**src/sv/assert_macros.svh**
```systemverilog
// Assertion macros used by the RTL core.
`ifndef ASSERT_MACROS_SVH
`define ASSERT_MACROS_SVH

// Same-cycle implication, checked out of reset.
`define ASSERT_IMP(lbl, clk, rst_n, ante, cons, msg) \
    lbl: assert property (@(posedge clk) disable iff (!rst_n) (ante) |-> (cons)) else $error(msg);

// Next-cycle implication, checked out of reset.
`define ASSERT_NEXT(lbl, clk, rst_n, ante, cons, msg) \
    lbl: assert property (@(posedge clk) disable iff (!rst_n) (ante) |=> (cons)) else $error(msg);

`endif

```
**src/sv/infx_pkg.sv**
```systemverilog
// Types, token codes and the precedence function of the infix-to-prefix converter.
package infx_pkg;

    // input token kinds
    localparam logic [2:0] MODE_OPERAND = 3'd0;
    localparam logic [2:0] MODE_OPERATOR = 3'd1;
    localparam logic [2:0] MODE_LBRK = 3'd2;
    localparam logic [2:0] MODE_RBRK = 3'd3;
    localparam logic [2:0] MODE_END = 3'd4;

    // emitted token kinds
    localparam logic [1:0] KIND_OPERAND = 2'd0;
    localparam logic [1:0] KIND_OPERATOR = 2'd1;
    localparam logic [1:0] KIND_END = 2'd2;

    // operator codes
    localparam logic [1:0] OP_ADD = 2'd0;
    localparam logic [1:0] OP_SUB = 2'd1;
    localparam logic [1:0] OP_MUL = 2'd2;
    localparam logic [1:0] OP_DIV = 2'd3;

    localparam int ENTRY_W = 3;
    localparam logic [ENTRY_W-1:0] RB_MARK = 3'd4;   // stacked right bracket
    localparam int ID_W = 16;

    typedef struct packed {
        logic               wr_en;
        logic               rd_en;
        logic [ENTRY_W-1:0] wr_data;
    } t_stk_ctl;

    // precedence: mul/div 2, add/sub 1, bracket mark 0
    function automatic logic [1:0] rank_of(input logic [ENTRY_W-1:0] entry);
        logic [1:0] r;
        case (entry)
            {1'b0, OP_MUL}, {1'b0, OP_DIV}: r = 2'd2;
            {1'b0, OP_ADD}, {1'b0, OP_SUB}: r = 2'd1;
            default: r = 2'd0;
        endcase
        return r;
    endfunction

endpackage

```
**src/sv/infx_stack.sv**
```systemverilog
// Operator stack memory: one write port, one registered read port.
module infx_stack
    import infx_pkg::*;
#(
    parameter int STACK_DEPTH = 16
) (
    input  logic                           i_clk,
    input  t_stk_ctl                       i_ctl,
    input  logic [$clog2(STACK_DEPTH)-1:0] i_wr_addr,
    input  logic [$clog2(STACK_DEPTH)-1:0] i_rd_addr,
    output logic [ENTRY_W-1:0]             o_rd_data
);

    logic [ENTRY_W-1:0] r_mem [STACK_DEPTH];
    logic [ENTRY_W-1:0] r_rd_data;

    always_ff @(posedge i_clk) begin
        if (i_ctl.wr_en) begin
            r_mem[i_wr_addr] <= i_ctl.wr_data;
        end
    end

    always_ff @(posedge i_clk) begin
        if (i_ctl.rd_en) begin
            r_rd_data <= r_mem[i_rd_addr];
        end
    end

    assign o_rd_data = r_rd_data;

endmodule

```
**src/sv/infix_to_prefix_converter_core.sv**
```systemverilog
// Top level of the infix-to-prefix converter: token sequencer and output register.
//
// Converts an infix token stream, fed last token first, into prefix order
// (read the output stream backwards) with a shunting-yard operator stack.
// An operand beat gives one result at once; a right bracket gives none.
// An operator, left bracket or end token runs read passes over the stack,
// one per stack entry examined, plus one more when the scan finds the
// stack empty. Each pass reads the top entry through the single registered
// read port of the stack memory in ST_RD and ranks it in ST_CHK, at most
// one popped operator leaving per pass. An end token always scans until
// the stack is empty and then sends its end marker from ST_END. Popped
// operators are held back one step so that the final result of each input
// beat carries tlast. The stack holds STACK_DEPTH entries; a push onto a
// full stack is dropped and sets a sticky overflow flag that rides on
// every result. Output stalls (i_m_tready low) stretch every ST_CHK and
// ST_END step, whether or not it has a result to hand over. s_tready is
// high only in idle with the output register free. Unused modes 5..7 are
// accepted and ignored. The stack memory needs no clearing: only entries
// below the count are read.
`include "assert_macros.svh"

module infix_to_prefix_converter_core
    import infx_pkg::*;
#(
    parameter int STACK_DEPTH  = 16,
    parameter int OPERAND_BITS = 16
) (
    input  logic        i_clk,
    input  logic        i_rst_n,
    // input token beat
    input  logic        i_s_tvalid,
    output logic        o_s_tready,
    input  logic [23:0] i_s_tdata,   // [1:0] operator_code, [17:2] operand_id
    input  logic [2:0]  i_s_tuser,   // [2:0] mode
    // output token beat
    output logic        o_m_tvalid,
    input  logic        i_m_tready,
    output logic [23:0] o_m_tdata,   // [1:0] token_operator, [17:2] token_operand,
                                     // [18] stack_overflow
    output logic [1:0]  o_m_tuser,   // [1:0] token_kind
    output logic        o_m_tlast    // last_of_run
);

    localparam int AW  = $clog2(STACK_DEPTH);
    localparam int CW  = $clog2(STACK_DEPTH + 1);
    localparam int OPW = (OPERAND_BITS < ID_W) ? OPERAND_BITS : ID_W;

    typedef enum logic [1:0] {
        ST_IDLE,
        ST_RD,     // issue read of the top entry
        ST_CHK,    // rank the top entry, pop or finish
        ST_END     // send the end marker
    } t_state;

    t_state             r_state, n_state;
    logic [CW-1:0]      r_cnt, n_cnt;
    logic               r_overflow, n_overflow;
    logic [2:0]         r_mode, n_mode;
    logic [1:0]         r_opc, n_opc;
    logic               r_pend_vld, n_pend_vld;
    logic [1:0]         r_pend_op, n_pend_op;

    logic               r_out_valid, n_out_valid;
    logic [1:0]         r_out_kind, n_out_kind;
    logic [1:0]         r_out_op, n_out_op;
    logic [OPW-1:0]     r_out_operand, n_out_operand;
    logic               r_out_last, n_out_last;
    logic               r_out_ovf, n_out_ovf;

    t_stk_ctl           stk_ctl;
    logic [ENTRY_W-1:0] stk_top;
    logic [CW-1:0]      cnt_dec;
    logic               out_free;
    logic               s_acc;
    logic               full;
    logic               empty;
    logic               do_push;
    logic [ENTRY_W-1:0] push_data;
    logic               emit;
    logic [1:0]         emit_kind;
    logic [1:0]         emit_op;
    logic               emit_last;

    assign cnt_dec    = r_cnt - 1'b1;
    assign full       = (r_cnt == CW'(STACK_DEPTH));
    assign empty      = (r_cnt == '0);
    assign out_free   = !r_out_valid || i_m_tready;
    assign o_s_tready = (r_state == ST_IDLE) && out_free;
    assign s_acc      = i_s_tvalid && o_s_tready;

    infx_stack #(
        .STACK_DEPTH(STACK_DEPTH)
    ) u_stack (
        .i_clk    (i_clk),
        .i_ctl    (stk_ctl),
        .i_wr_addr(r_cnt[AW-1:0]),
        .i_rd_addr(cnt_dec[AW-1:0]),
        .o_rd_data(stk_top)
    );

    always_comb begin
        n_state    = r_state;
        n_cnt      = r_cnt;
        n_overflow = r_overflow;
        n_mode     = r_mode;
        n_opc      = r_opc;
        n_pend_vld = r_pend_vld;
        n_pend_op  = r_pend_op;
        do_push    = 1'b0;
        push_data  = RB_MARK;
        emit       = 1'b0;
        emit_kind  = KIND_OPERATOR;
        emit_op    = r_pend_op;
        emit_last  = 1'b0;
        stk_ctl    = '0;

        n_out_valid   = r_out_valid && !i_m_tready;
        n_out_kind    = r_out_kind;
        n_out_op      = r_out_op;
        n_out_operand = r_out_operand;
        n_out_last    = r_out_last;
        n_out_ovf     = r_out_ovf;

        case (r_state)
            ST_IDLE: begin
                if (s_acc) begin
                    case (i_s_tuser)
                        MODE_OPERAND: begin
                            // operand goes straight to the output register
                            n_out_valid   = 1'b1;
                            n_out_kind    = KIND_OPERAND;
                            n_out_op      = 2'd0;
                            n_out_operand = i_s_tdata[2 +: OPW];
                            n_out_last    = 1'b1;
                            n_out_ovf     = r_overflow;
                        end
                        MODE_OPERATOR, MODE_LBRK, MODE_END: begin
                            n_mode     = i_s_tuser;
                            n_opc      = i_s_tdata[1:0];
                            n_pend_vld = 1'b0;
                            n_state    = ST_RD;
                        end
                        MODE_RBRK: begin
                            do_push   = 1'b1;
                            push_data = RB_MARK;
                        end
                        default: ;
                    endcase
                end
            end
            ST_RD: begin
                stk_ctl.rd_en = !empty;
                n_state       = ST_CHK;
            end
            ST_CHK: begin
                if (out_free) begin
                    case (r_mode)
                        MODE_OPERATOR: begin
                            if (!empty && (rank_of(stk_top) > rank_of({1'b0, r_opc}))) begin
                                n_cnt      = cnt_dec;
                                emit       = r_pend_vld;
                                n_pend_vld = 1'b1;
                                n_pend_op  = stk_top[1:0];
                                n_state    = ST_RD;
                            end else begin
                                emit      = r_pend_vld;
                                emit_last = 1'b1;
                                do_push   = 1'b1;
                                push_data = {1'b0, r_opc};
                                n_state   = ST_IDLE;
                            end
                        end
                        MODE_LBRK: begin
                            if (!empty && (stk_top != RB_MARK)) begin
                                n_cnt      = cnt_dec;
                                emit       = r_pend_vld;
                                n_pend_vld = 1'b1;
                                n_pend_op  = stk_top[1:0];
                                n_state    = ST_RD;
                            end else begin
                                // matching bracket dropped, or stack ran dry
                                if (!empty) begin
                                    n_cnt = cnt_dec;
                                end
                                emit      = r_pend_vld;
                                emit_last = 1'b1;
                                n_state   = ST_IDLE;
                            end
                        end
                        default: begin
                            // end token: flush, brackets vanish
                            if (!empty) begin
                                n_cnt   = cnt_dec;
                                n_state = ST_RD;
                                if (stk_top != RB_MARK) begin
                                    emit       = r_pend_vld;
                                    n_pend_vld = 1'b1;
                                    n_pend_op  = stk_top[1:0];
                                end
                            end else begin
                                emit    = r_pend_vld;
                                n_state = ST_END;
                            end
                        end
                    endcase
                end
            end
            ST_END: begin
                if (out_free) begin
                    emit      = 1'b1;
                    emit_kind = KIND_END;
                    emit_op   = 2'd0;
                    emit_last = 1'b1;
                    n_state   = ST_IDLE;
                end
            end
            default: n_state = ST_IDLE;
        endcase

        // push, dropped on a full stack
        if (do_push) begin
            if (full) begin
                n_overflow = 1'b1;
            end else begin
                stk_ctl.wr_en   = 1'b1;
                stk_ctl.wr_data = push_data;
                n_cnt           = r_cnt + 1'b1;
            end
        end

        // a pending pop implies no overflow this item, so the current flag is final
        if (emit) begin
            n_out_valid   = 1'b1;
            n_out_kind    = emit_kind;
            n_out_op      = emit_op;
            n_out_operand = '0;
            n_out_last    = emit_last;
            n_out_ovf     = r_overflow;
        end
    end

    always_ff @(posedge i_clk) begin
        if (!i_rst_n) begin
            r_state     <= ST_IDLE;
            r_cnt       <= '0;
            r_overflow  <= 1'b0;
            r_pend_vld  <= 1'b0;
            r_out_valid <= 1'b0;
        end else begin
            r_state     <= n_state;
            r_cnt       <= n_cnt;
            r_overflow  <= n_overflow;
            r_pend_vld  <= n_pend_vld;
            r_out_valid <= n_out_valid;
        end
        r_mode        <= n_mode;
        r_opc         <= n_opc;
        r_pend_op     <= n_pend_op;
        r_out_kind    <= n_out_kind;
        r_out_op      <= n_out_op;
        r_out_operand <= n_out_operand;
        r_out_last    <= n_out_last;
        r_out_ovf     <= n_out_ovf;
    end

    assign o_m_tvalid = r_out_valid;
    assign o_m_tuser  = r_out_kind;
    assign o_m_tlast  = r_out_last;
    assign o_m_tdata  = {5'd0, r_out_ovf, ID_W'(r_out_operand), r_out_op};

    `ASSERT_IMP(a_cnt_bound, i_clk, i_rst_n, 1'b1, r_cnt <= CW'(STACK_DEPTH),
                "stack count past depth")
    `ASSERT_NEXT(a_ovf_sticky, i_clk, i_rst_n, r_overflow, r_overflow,
                 "overflow flag cleared")
    `ASSERT_NEXT(a_operand_out, i_clk, i_rst_n, s_acc && (i_s_tuser == MODE_OPERAND),
                 o_m_tvalid && o_m_tlast && (o_m_tuser == KIND_OPERAND),
                 "operand beat not sent next cycle")
    `ASSERT_IMP(a_end_last, i_clk, i_rst_n, o_m_tvalid && (o_m_tuser == KIND_END),
                o_m_tlast, "end marker without tlast")

endmodule
```
**config.mk**
```make
export PLATFORM = sky130hd
export DESIGN_NAME = infix_to_prefix_converter_core
export DESIGN_NICKNAME = d
export VERILOG_FILES = /design/src/sv/infx_pkg.sv /design/src/sv/infx_stack.sv /design/src/sv/infix_to_prefix_converter_core.sv
export VERILOG_INCLUDE_DIRS = /design/src /design/src/sv
export SDC_FILE = /design/constraint.sdc
export NUM_CORES = 1
export LEC_CHECK = 0
export BUFFER_PORTS_ARGS = -buffer_cell sky130_fd_sc_hd__buf_4
export CORE_UTILIZATION = 56
export DETAILED_ROUTE_END_ITERATION = 8
export PLACE_DENSITY = 0.87
export SLEW_MARGIN = 30
export SYNTH_ARGS = -nofsm -noshare
export SYNTH_HDL_FRONTEND = slang
export SYNTH_SLANG_ARGS = --single-unit
```
**constraint.sdc**
```tcl
create_clock -name i_clk -period 3.52 [get_ports i_clk]
set_input_delay 0.528 -clock i_clk [delete_from_list [all_inputs] [get_ports i_clk]]
set_output_delay 0.528 -clock i_clk [all_outputs]
set_load 0.01 [all_outputs]
```
==> flow_summary.yaml <==
run_status:
  outcome: "finished clean"
clock_network:
  htreeDepth: 3
  cts_num_sinks: 90
  cts_tree: "built"
  hold_buffers: 0
  root_buffer: "clkbuf_8"
  clockBufferDepth: 2
  insertion_delay_ns: 0.35
  post-cts-setup-buffer-count: 0
  cts_resized: 0
  clk_pin_slew_worst_paths_ns: 0.09
  numCtsBuffers: 9
critical_path:
  crit_slowest_cell: "or4b_1"
  critPathCaptureType: "flop"
  path_cells: "inv_1, ha_1, or4b_1, o211a_2, o31a_4, nor2_8, nand2_1, nor3_1"
  worst-path-max-fanout: 9
  critPathKind: "flop to flop"
  arrival_ns: 3.00
  worstReg2RegStart: "r_cnt[1]$_SDFF_PN0_"
  worstPathRequired_ns: 3.52
  worstSetupStartpointType: "flop"
  cp-startpoint: "r_cnt[1]$_SDFF_PN0_"
  cpPeakStageDelay_ns: 0.61
power_and_ir_drop:
  combPwrFrac_pct: 17.3
  pwr-share-seq_pct: 55.0
  powerDensity_nw_per_um2: 505
  p_switching_w: 0.000619
  pwr-share-clk_pct: 27.7
  internal_power_w: 0.00168
  peakVddDrop_mv: 0.324
  leakage_nw: 1.77
  switching_share_pct: 27.0
logic_synthesis:
  yosysUniqueCellTypes: 50
  muxShareOfSynthArea_pct: 12.5
  syn-mean-instance-area_um2: 13.4
  yosys.area_share.adder_pct: 2.22
  synth_top_family_by_area: "simple AND/OR/NAND/NOR gates"
  synth_xor_area_share_pct: 1.33
  async_flop_share_pct: 0
  ys_seq_elements: 90
  synthFlopType: "edfxtp_1"
  yosys.area_share.simple_pct: 12.6
  syn_inst: 294
  yosys_warnings: 0
  synth_edf_count: 64
  yosysSeqAreaShare_pct: 61.9
  synth_compound_area_share_pct: 6.44
  synth.cell_area_um2: 3940
placement:
  place_ws_ns: 0.563
  dp.cells: 427
  dpl.hpwl_um: 4930
  port_buffers: 48
  globalplace.congestion: 0.848
  placed_area_um2: 4360
routing:
  wl_um: 7100
  drc_errors: 0
  drt_first_pass_iters: 4
  via_per_inst: 5.54
  postRouteAntennaNets: 0
  drt_iter0_markers: 247
  routedWlPerCell_um: 16.0
  vias: 2456
floorplanning:
  core-area_um2: 6790
  die-area_um2: 7380
  die-height_um: 85.9
  rows: 30
  io_pins: 60
  start_util_pct: 58.0
  dieWidth_um: 85.9
global_routing:
  grt_pass1_wl_um: 11100
  grt_pass1_vias: 2285
  overflow: 0
  grt_max_degree: 19
  antenna_found_initial: 0
  grt.total_usage_pct: 20.1
min_path:
  min_from: "i_s_tdata[0]"
  hp-class: "input port to flop"
timing:
  min_period_ns: 3.00
  final-hold-violation-count: 0
  setup_viol: 0
  tightestPinTransition_ns: 0.693
  clock_skew_ns: 0.0114
  fin_crit_sh_pct: 85.2
  finalMaxSlewViolations: 0
  max_slew_margin_pct: 53.7
  finalWorstSetupSlack_ns: 0.519
  grt_setup_unrepaired: "no"
  fin_setup_tns_ns: 0
  fmax_mhz: 333
cells_and_area:
  drive_gt1_share_pct: 26.8
  syn2layout_area_growth_pct: 15.2
  finalInstanceArea_um2: 4540
  final_cell_count_no_fill: 443
  n_fill_cell: 490
  final_common_cell: "edfxtp_1"
  final_nets: 380
  diodes: 0
  layout_common_cells: "edfxtp_1, buf_4, nor2_1"
flow_run:
  drv_cap: 0
final cells by class:
| type | instances | area [um^2] | area share [%] |
|---|---|---|---|
| clock buffers | 10 | 128 | 2.81 |
| multi-input cells | 186 | 1410 | 31.0 |
| clock inverters | 6 | 48.8 | 1.07 |
| flip-flops and latches | 90 | 2440 | 53.8 |
| inverters | 5 | 18.8 | 0.413 |
| repair buffers | 50 | 375 | 8.27 |
| well taps | 96 | 120 | 2.65 |
metal layers:
layer  track usage (%)  wire (um)
met5                 0          0
met4              8.94        189
met3              4.52        382
met2              31.2       3410
met1              27.5       3120
worst max-delay path, delay by kind of cell, from the launching register on:
kind | cells | cell delay (ns)
flops | 1 | 0.36
simple gates | 4 | 1.34
buf+inv | 1 | 0.13
compound gates | 2 | 0.54
fa+ha+maj | 1 | 0.27
synthesized netlist by cell type, types with 2 or more instances:
library cell	instances	area, um^2
or2_2	3	18.8
nand2_1	18	67.6
nor2b_1	4	25.0
nor2_1	41	154
nand3_1	5	25.0
xnor2_1	2	17.5
mux2_2	3	33.8
mux2i_1	19	190
buf_2	4	20.0
nand2b_1	6	37.5
buf_4	6	45.0
and3_1	3	18.8
xor2_1	4	35.0
dfxtp_1	26	521
buf_1	2	7.51
nor3_1	7	35.0
a31oi_1	3	18.8
o21ai_0	8	40.0
edfxtp_1	64	1920
a21oi_1	6	30.0
o21a_1	4	30.0
ha_1	7	87.6
mux4_2	12	270
inv_1	5	18.8
clkbuf_1	5	18.8
and2_1	3	18.8
power by group through the flow:
stage	clock, W	sequential, W	combinational, W
global placement	0	0.00128	0.000389
global route	0.000688	0.00127	0.000434
floorplan	0	0.00131	0.000200
finish	0.000635	0.00126	0.000398
detailed placement	0	0.00129	0.000398
CTS	0.000641	0.00126	0.000400
per-stage QoR:
| step | hold slack, ns | total power [W] | utilization [%] |
|---|---|---|---|
| 6_report | 0.352 | 0.00229 | 66.8 |
| 5_1_grt | 0.328 | 0.00239 | 66.8 |
| 4_1_cts | 0.340 | 0.00230 | 66.8 |
| 3_5_place_dp | 0.448 | 0.00168 | 64.2 |
| 3_3_place_gp | 0.453 | 0.00167 | 64.2 |
| 2_1_floorplan | 0.409 | 0.00151 | - |
final timing paths:
check | endpoint | cells after the start | slack, ns
worst min-delay path | r_opc[0]$_DFFE_PP_ | 1 | 0.35
worst min register to register | r_pend_op[0]$_DFFE_PP_ | 0 | 0.47
worst max-delay path | u_stack.r_mem[2][1]$_DFFE_PP_ | 8 | 0.52
worst max register to register | u_stack.r_mem[2][1]$_DFFE_PP_ | 8 | 0.52
kinds of logic (layout without fill, tap and decap cells):
group | after synthesis | in the layout
AOI/OAI and AO/OA | 34 | 34
xor gates and xnor gates | 6 | 6
adders and majority gates | 7 | 7
buffers and inverters | 22 | 71
DFF | 90 | 90
muxes | 34 | 34
other | 1 | 5
and+or+nand+nor | 100 | 100
sequential cells by signal, indices dropped and copies added, names as in the netlist:
name and flops:
u_stack.r_mem 48, r_out_operand 16, r_cnt 5, r_mode 3, u_stack.o_rd_data 3, o_m_tuser 2, r_opc 2, r_out_op 2
r_pend_op 2, r_state 2, o_m_tlast 1, o_m_tvalid 1, r_out_ovf 1, r_overflow 1, r_pend_vld 1
Power figures use the tool's default switching activity.
